**src/hw/rtl/lpfs_pkg.sv**
```systemverilog
// Shared constants for the load-proportional frequency selector.
// No dependencies; used by the core and by its port checker.
`timescale 1ns / 1ps

package lpfs_pkg;

    // Operating-point table
    localparam int TABLE_DEPTH = 16;
    localparam int ADDR_W      = $clog2(TABLE_DEPTH);
    localparam int CNT_W       = $clog2(TABLE_DEPTH + 1);

    // Field widths
    localparam int FREQ_W  = 22;
    localparam int IDX_W   = 4;
    localparam int LOAD_W  = 7;
    localparam int LEN_W   = 5;
    localparam int CFG_IDX_W = 2;

    // Stream packing
    localparam int S_DATA_W = 56;
    localparam int M_DATA_W = 24;

    // Load scale: divide the ceiling by PERCENT through a reciprocal multiply
    localparam int PERCENT     = 100;
    localparam int RECIP_SHIFT = 30;
    localparam int RECIP_W     = 24;
    localparam int QUOT_W      = 16;
    localparam int PROD_W      = FREQ_W + RECIP_W;
    localparam int RAW_W       = LOAD_W + QUOT_W;
    localparam logic [RECIP_W-1:0] RECIP_MUL =
        RECIP_W'(((1 << RECIP_SHIFT) + PERCENT - 1) / PERCENT);
    localparam logic [LOAD_W-1:0] LOAD_MAX = LOAD_W'(PERCENT);

    // Item kinds carried on s_tuser
    localparam logic MODE_WRITE = 1'b0;
    localparam logic MODE_EVAL  = 1'b1;

    // Configuration register indexes
    localparam logic [CFG_IDX_W-1:0] REG_FLOOR     = 2'd0;
    localparam logic [CFG_IDX_W-1:0] REG_CEIL      = 2'd1;
    localparam logic [CFG_IDX_W-1:0] REG_TABLE_LEN = 2'd2;

    // Result bit positions in m_tdata
    localparam int OUT_CHANGE_BIT = FREQ_W;

endpackage

```
**src/hw/rtl/load_proportional_freq_select_core.sv**
```systemverilog
// Load-proportional frequency selector core: operating-point table memory,
// scale/clamp sequencer and table walk. Depends on lpfs_pkg.
`timescale 1ns / 1ps

// Usage
//   s_ channel: one beat is one item. s_tuser selects the kind: 0 writes a
//   table entry (entry_index, entry_freq, entry_valid), 1 evaluates a load
//   sample (load, current_freq). A write beat yields no result beat; an
//   evaluate beat yields exactly one m_ beat with the target and
//   change_request.
//   cfg_ channel: register writes (0 floor, 1 ceiling, 2 table_length),
//   always ready; write only while the block is idle.
//   A write beat is stored at its accept edge and s_tready stays high.
//   An evaluate beat runs the setup steps (reciprocal multiply for
//   ceiling/100, load multiply, clamp), then walks up to n table entries,
//   where n is min(table_length, 16), stopping early at the first valid
//   entry at or above the clamped request, then loads the output register.
//   The walk uses the single read port of the table memory, whose read
//   data is registered. One evaluation runs at a time.
//   Reset (aresetn low, synchronous) clears the sequencer, the output
//   valid, all entry valid marks and the registers to their defaults.
//   Stall: a waiting result sits in the output register; write beats are
//   still taken meanwhile, and the next evaluation holds in its last step
//   until the output register is free.

module load_proportional_freq_select_core (
    input  logic                            aclk,
    input  logic                            aresetn,
    // s_tdata: entry_index[3:0], entry_freq[25:4], entry_valid[26],
    //          load[33:27], current_freq[55:34]
    input  logic                            s_tvalid,
    output logic                            s_tready,
    input  logic [lpfs_pkg::S_DATA_W-1:0]   s_tdata,
    // s_tuser: mode[0]
    input  logic                            s_tuser,
    // m_tdata: target[21:0], change_request[22], zero pad[23]
    output logic                            m_tvalid,
    input  logic                            m_tready,
    output logic [lpfs_pkg::M_DATA_W-1:0]   m_tdata,
    input  logic                            cfg_valid,
    output logic                            cfg_ready,
    input  logic [lpfs_pkg::CFG_IDX_W-1:0]  cfg_index,
    input  logic [lpfs_pkg::FREQ_W-1:0]     cfg_data
);

    localparam logic [2:0] ST_IDLE  = 3'd0;
    localparam logic [2:0] ST_DIV   = 3'd1;
    localparam logic [2:0] ST_SCALE = 3'd2;
    localparam logic [2:0] ST_CLAMP = 3'd3;
    localparam logic [2:0] ST_WALK  = 3'd4;
    localparam logic [2:0] ST_FINAL = 3'd5;

    // Unpack the input beat
    logic [lpfs_pkg::IDX_W-1:0]  in_idx;
    logic [lpfs_pkg::FREQ_W-1:0] in_efreq;
    logic                        in_evalid;
    logic [lpfs_pkg::LOAD_W-1:0] in_load;
    logic [lpfs_pkg::FREQ_W-1:0] in_cur;

    assign in_idx    = s_tdata[3:0];
    assign in_efreq  = s_tdata[25:4];
    assign in_evalid = s_tdata[26];
    assign in_load   = s_tdata[33:27];
    assign in_cur    = s_tdata[55:34];

    // Configuration registers
    logic [lpfs_pkg::FREQ_W-1:0] floor_khz_reg;
    logic [lpfs_pkg::FREQ_W-1:0] ceil_khz_reg;
    logic [lpfs_pkg::LEN_W-1:0]  table_len_reg;

    assign cfg_ready = 1'b1;

    always_ff @(posedge aclk) begin
        if (!aresetn) begin
            floor_khz_reg <= '0;
            ceil_khz_reg  <= '1;
            table_len_reg <= '0;
        end else if (cfg_valid && cfg_ready) begin
            unique case (cfg_index)
                lpfs_pkg::REG_FLOOR:     floor_khz_reg <= cfg_data;
                lpfs_pkg::REG_CEIL:      ceil_khz_reg  <= cfg_data;
                lpfs_pkg::REG_TABLE_LEN: table_len_reg <= cfg_data[lpfs_pkg::LEN_W-1:0];
                default: ;  // index beyond the list: drop
            endcase
        end
    end

    // Sequencer and datapath registers
    logic [2:0]                        state_reg, state_next;
    logic [lpfs_pkg::LOAD_W-1:0]       load_reg, load_next;
    logic [lpfs_pkg::FREQ_W-1:0]       cur_reg, cur_next;
    logic [lpfs_pkg::CNT_W-1:0]        n_reg, n_next;
    logic [lpfs_pkg::CNT_W-1:0]        rd_cnt_reg, rd_cnt_next;
    logic                              pend_reg, pend_next;
    logic [lpfs_pkg::PROD_W-1:0]       prod_reg, prod_next;
    logic [lpfs_pkg::RAW_W-1:0]        raw_reg, raw_next;
    logic [lpfs_pkg::FREQ_W-1:0]       req_reg, req_next;
    logic [lpfs_pkg::FREQ_W-1:0]       lower_reg, lower_next;
    logic [lpfs_pkg::FREQ_W-1:0]       upper_reg, upper_next;
    logic                              found_reg, found_next;
    logic                              m_valid_reg, m_valid_next;
    logic [lpfs_pkg::FREQ_W-1:0]       m_target_reg, m_target_next;
    logic                              m_change_reg, m_change_next;

    // Table memory and valid marks
    logic [lpfs_pkg::FREQ_W-1:0] freq_mem [lpfs_pkg::TABLE_DEPTH];
    logic [lpfs_pkg::TABLE_DEPTH-1:0] entry_ok_reg;
    logic [lpfs_pkg::FREQ_W-1:0] rd_data_reg;
    logic                        rd_ok_reg;

    logic                        s_accept;
    logic                        wr_en;
    logic                        rd_en;
    logic [lpfs_pkg::ADDR_W-1:0] rd_addr;
    logic [lpfs_pkg::ADDR_W-1:0] wr_addr;

    assign s_tready = (state_reg == ST_IDLE);
    assign s_accept = s_tvalid && s_tready;
    assign wr_en    = s_accept && (s_tuser == lpfs_pkg::MODE_WRITE)
                      && (32'(in_idx) < lpfs_pkg::TABLE_DEPTH);
    assign wr_addr  = lpfs_pkg::ADDR_W'(in_idx);
    assign rd_en    = (state_reg == ST_WALK) && (rd_cnt_reg < n_reg);
    assign rd_addr  = rd_cnt_reg[lpfs_pkg::ADDR_W-1:0];

    always_ff @(posedge aclk) begin
        if (wr_en) begin
            freq_mem[wr_addr] <= in_efreq;
        end
        if (rd_en) begin
            rd_data_reg <= freq_mem[rd_addr];
            rd_ok_reg   <= entry_ok_reg[rd_addr];
        end
    end

    always_ff @(posedge aclk) begin
        if (!aresetn) begin
            entry_ok_reg <= '0;
        end else if (wr_en) begin
            entry_ok_reg[wr_addr] <= in_evalid;
        end
    end

    // Walk compare on the entry read in the previous cycle
    logic hit;
    logic stop;
    logic [lpfs_pkg::FREQ_W-1:0] raw_min;
    logic [lpfs_pkg::FREQ_W-1:0] final_target;

    assign hit  = pend_reg && rd_ok_reg;
    assign stop = hit && (rd_data_reg >= req_reg);

    always_comb begin
        // floor clamp first, then ceiling clamp, so the ceiling wins when
        // the floor lies above it
        raw_min = (raw_reg < lpfs_pkg::RAW_W'(floor_khz_reg)) ? floor_khz_reg
                                                              : lpfs_pkg::FREQ_W'(raw_reg);
        if (raw_reg < lpfs_pkg::RAW_W'(floor_khz_reg)) begin
            raw_min = floor_khz_reg;
        end else if (raw_reg > lpfs_pkg::RAW_W'(ceil_khz_reg)) begin
            raw_min = ceil_khz_reg;
        end
        if (raw_min > ceil_khz_reg) begin
            raw_min = ceil_khz_reg;
        end
    end

    always_comb begin
        priority if (found_reg) begin
            final_target = upper_reg;
        end else if (cur_reg >= lower_reg && cur_reg <= upper_reg) begin
            final_target = cur_reg;
        end else begin
            final_target = upper_reg;
        end
    end

    always_comb begin
        state_next    = state_reg;
        load_next     = load_reg;
        cur_next      = cur_reg;
        n_next        = n_reg;
        rd_cnt_next   = rd_cnt_reg;
        pend_next     = pend_reg;
        prod_next     = prod_reg;
        raw_next      = raw_reg;
        req_next      = req_reg;
        lower_next    = lower_reg;
        upper_next    = upper_reg;
        found_next    = found_reg;
        m_valid_next  = m_valid_reg;
        m_target_next = m_target_reg;
        m_change_next = m_change_reg;

        // Retire the waiting result
        if (m_valid_reg && m_tready) begin
            m_valid_next = 1'b0;
        end

        unique case (state_reg)
            ST_IDLE: begin
                if (s_accept && (s_tuser == lpfs_pkg::MODE_EVAL)) begin
                    // saturate load above one hundred
                    load_next   = (in_load > lpfs_pkg::LOAD_MAX) ? lpfs_pkg::LOAD_MAX : in_load;
                    cur_next    = in_cur;
                    n_next      = (32'(table_len_reg) > lpfs_pkg::TABLE_DEPTH)
                                  ? lpfs_pkg::CNT_W'(lpfs_pkg::TABLE_DEPTH)
                                  : lpfs_pkg::CNT_W'(table_len_reg);
                    rd_cnt_next = '0;
                    pend_next   = 1'b0;
                    lower_next  = '0;
                    upper_next  = '0;
                    found_next  = 1'b0;
                    state_next  = ST_DIV;
                end
            end
            ST_DIV: begin
                prod_next  = lpfs_pkg::PROD_W'(ceil_khz_reg) * lpfs_pkg::PROD_W'(lpfs_pkg::RECIP_MUL);
                state_next = ST_SCALE;
            end
            ST_SCALE: begin
                raw_next   = lpfs_pkg::RAW_W'(load_reg)
                             * lpfs_pkg::RAW_W'(prod_reg[lpfs_pkg::RECIP_SHIFT +: lpfs_pkg::QUOT_W]);
                state_next = ST_CLAMP;
            end
            ST_CLAMP: begin
                req_next   = raw_min;
                state_next = ST_WALK;
            end
            ST_WALK: begin
                // issue the next read and evaluate the one that just returned
                pend_next = rd_en;
                if (rd_en) begin
                    rd_cnt_next = rd_cnt_reg + 1'b1;
                end
                if (hit) begin
                    priority if (rd_data_reg < req_reg) begin
                        lower_next = rd_data_reg;
                    end else if (rd_data_reg == req_reg) begin
                        upper_next = rd_data_reg;
                        found_next = 1'b1;
                    end else begin
                        upper_next = rd_data_reg;
                    end
                end
                // hit >= request, or no read left (last entry seen now)
                if (stop || !rd_en) begin
                    pend_next  = 1'b0;
                    state_next = ST_FINAL;
                end
            end
            ST_FINAL: begin
                // hold until the output register is free
                if (!m_valid_reg || m_tready) begin
                    m_valid_next  = 1'b1;
                    m_target_next = final_target;
                    m_change_next = (final_target != '0) && (final_target != cur_reg);
                    state_next    = ST_IDLE;
                end
            end
            default: begin
                state_next = ST_IDLE;
            end
        endcase
    end

    always_ff @(posedge aclk) begin
        if (!aresetn) begin
            state_reg   <= ST_IDLE;
            pend_reg    <= 1'b0;
            m_valid_reg <= 1'b0;
        end else begin
            state_reg   <= state_next;
            pend_reg    <= pend_next;
            m_valid_reg <= m_valid_next;
        end
    end

    always_ff @(posedge aclk) begin
        load_reg     <= load_next;
        cur_reg      <= cur_next;
        n_reg        <= n_next;
        rd_cnt_reg   <= rd_cnt_next;
        prod_reg     <= prod_next;
        raw_reg      <= raw_next;
        req_reg      <= req_next;
        lower_reg    <= lower_next;
        upper_reg    <= upper_next;
        found_reg    <= found_next;
        m_target_reg <= m_target_next;
        m_change_reg <= m_change_next;
    end

    assign m_tvalid = m_valid_reg;
    assign m_tdata  = {1'b0, m_change_reg, m_target_reg};

endmodule

```
**config.mk**
```make
export PLATFORM = sky130hd
export DESIGN_NAME = load_proportional_freq_select_core
export DESIGN_NICKNAME = d
export VERILOG_FILES = /design/src/hw/rtl/lpfs_pkg.sv /design/src/hw/rtl/load_proportional_freq_select_core.sv
export SDC_FILE = /design/constraint.sdc
export NUM_CORES = 2
export LEC_CHECK = 0
export BUFFER_PORTS_ARGS = -buffer_cell sky130_fd_sc_hd__clkbuf_2
export CAP_MARGIN = 20
export CORE_UTILIZATION = 58
export CTS_CLUSTER_DIAMETER = 120
export CTS_CLUSTER_SIZE = 28
export DETAILED_ROUTE_END_ITERATION = 8
export GPL_ROUTABILITY_DRIVEN = 0
export HOLD_SLACK_MARGIN = 0.02
export PLACE_DENSITY = 0.75
export SYNTH_ARGS = -nofsm -noshare
export SYNTH_HDL_FRONTEND = slang
export SYNTH_SLANG_ARGS = --single-unit
export TNS_END_PERCENT = 10
```
**constraint.sdc**
```tcl
create_clock -name aclk -period 8.1 [get_ports aclk]
set_input_delay 0.81 -clock aclk [delete_from_list [all_inputs] [get_ports aclk]]
set_output_delay 0.81 -clock aclk [all_outputs]
set_load 0.02 [all_outputs]
```
==> run metrics <==
HP Class=primary input to register; Core Box Area=0.0657 mm2; initial core utilization=58.6%; syn avg cell area=13.2 um2; final hold vios=0; first-pass GRT wire length=137000 um; Cells after Synth=2924; Top-Level Pins=113; vias post-DR=23.4k; CTS root buf=clkbuf_16; GRT Total Usage=26.8%; max cap viols=0; Synth area leader=edfxtp_1; Post-Syn Area=0.0386 mm2; dpl hpwl=66200 um; initial antenna violation count=10; CTS-repair resized insts=0; #FFs+latches synth=613; Cell variety after synth=64; CP max stage cell=fa_1; GRT overflow=0; Clock Path Buffers=3; final setup fails=0; Top Metal Used=met5; Chip Width=260 um; Remaining DRCs=0; met3 WL=7050 um; drt wl/cell=22.8 um; Setup Crit Path Kind=register to register; actual slew at the worst max-slew pin=1.05 ns; number of buffers created by CTS=27; WP buf/inv=7; ranking of synthesized cells by area=edfxtp_1 42%, ha_1 13%, fa_1 13%; post-route clock period utilization=88.5%; TNS Setup=0 ns; Die Area=0.0675 mm2; crit-path max FO=9; Post-Route WL=89100 um; CP endpoint kind=register; Metal-1 WL=37200 um; max FFs per register=352; top-area cell type share of the netlist area=42.3%; outcome=finished clean; number of synthesized flops with an enable pin=543; clk_skew=0.0237 ns; Post-DRT Antenna Nets=0; unrepaired setup endpoints after global routing=no; Starting DRT DRC Count=2113; wire length on met2=42600 um; Final Max Tran Viols=0; syn nets=3670; Async S/R FF share, synth=0%; Ys Warns=0; TritonCTS clock tree=done; IO Port Bufs=110; clk slew on worst S/H paths=0.11 ns; vias per std cell=5.99; postcts setup bufs=0; Critical Path Start Type=register; Hold Buf Count CTS=0; WP data arrival=7.53 ns; sequential element share of the synthesized area=45.9%; layout cells sized above 1=11.5%; cell with the most instances after synthesis=edfxtp_1; # clock sinks=613; Reg2Reg Setup Slack=0.94 ns; vias in the first global route=24.3k; Die Ht=260 um; largest net degree at the start of global routing=97; 1st-pass router iterations=5; clock latency on the worst-skew pair=0.62 ns; fmax=140 MHz; final worst path period need=7.16 ns; worst stage delay on the critical path=0.65 ns; Rel. slew slack=29.8%; fin nets=3762; Max H-tree Level=1; Syn-to-layout area delta=6.46%; cell family with most CP delay=adder cells; main flop type after synthesis=edfxtp_1; WP data required=8.46 ns; synth cell count leaders=543 x edfxtp_1, 499 x inv_1, 410 x ha_1; Cell Rows=94
==> worst reg2reg max path, stage by stage (launching register included) <==
cell and delay [ns]:
dfxtp_1 0.48, fa_1 0.65, inv_1 0.07, fa_1 0.51
inv_1 0.07, fa_1 0.53, inv_1 0.05, fa_1 0.47
inv_1 0.05, fa_1 0.47, inv_1 0.05, fa_1 0.53
inv_1 0.05, ha_1 0.29, ha_1 0.33, a211oi_1 0.26
o21bai_1 0.13, a2111oi_1 0.62, a211o_1 0.22, o41ai_1 0.07
buf_4 0.18, o211ai_2 0.18, nand2_1 0.09, or2_1 0.25
a21oi_1 0.20, xnor2_1 0.09
==> stage by stage <==
step                setup WS, ns  hold WS (ns)  cell area (um2)  util (%)  instances
finish                     0.935         0.370            41000      62.4       3902
global route               0.469         0.351            41000      62.4       3901
CTS                        0.954         0.351            41000      62.4       3900
detailed placement         0.984         0.481            40200      61.1       3850
global placement            1.11         0.467            40200      61.1       3849
floorplan                   1.55         0.454            38600         -       2924
==> path summary, 6_finish.rpt <==
kind         cells past startpoint               from                end
max reg2reg                     25   ceil_khz_reg[13]       prod_reg[42]
min reg2reg                      2  floor_khz_reg[10]  floor_khz_reg[10]
max                             25   ceil_khz_reg[13]       prod_reg[42]
min                              1        s_tdata[46]        cur_reg[12]
==> metal layers <==
metal	GRT usage, %	up-vias
li1	-	10439
met1	37.9	11858
met2	43.7	908
met3	3.82	154
met4	6.91	10
met5	0	-
==> kinds of logic (layout without fill, tap and decap cells) <==
kind of cell / after synthesis / in the layout / share of synthesized area [%]
adder cells (fa/ha/maj): 660 / 660 / 26.3
flip-flops: 613 / 613 / 45.9
buffers and inverters: 580 / 693 / 5.75
AND/OR/NAND/NOR: 511 / 511 / 6.36
AO/OA/AOI/OAI: 302 / 302 / 5.39
multiplexers: 196 / 196 / 8.89
XOR/XNOR: 60 / 60 / 1.36
other: 2 / 3 / 0.0195
==> cell usage in the layout, fill, tap and decap left out, drive strengths merged, types with 8 or more instances in the layout <==
cell,Yosys,routed
and2,35,35
xor2,15,15
mux4,115,115
a211oi,8,8
nor3,19,19
a21oi,68,68
inv,499,504
nor4,12,12
edfxtp,543,543
and3,26,26
mux2,22,22
a21o,55,55
xnor2,45,45
a21boi,32,32
nand2,224,224
ha,410,410
o21ai,40,40
nor2,66,66
a31oi,9,9
clkbuf,55,154
mux2i,59,59
fa,250,250
dfxtp,70,70
buf,26,34
o21a,12,12
nand2b,15,15
o221ai,24,24
nor2b,34,34
nand4,33,33
o211ai,28,28
nand3,21,21
==> area by class of cell <==
class | instances | area [um2]
timing repair buffer | 144 | 833
tap | 864 | 1080
sequential | 613 | 17700
antenna | 1 | 2.50
inverter | 499 | 1870
fill | 4883 | 24700
clock inverter | 6 | 86.3
clock buffer | 44 | 739
multi-input combinational | 1731 | 18700
Power is left out: the tool's default activity adds up to more than one toggle a clock period on the data nets, which glitch-free logic cannot reach.
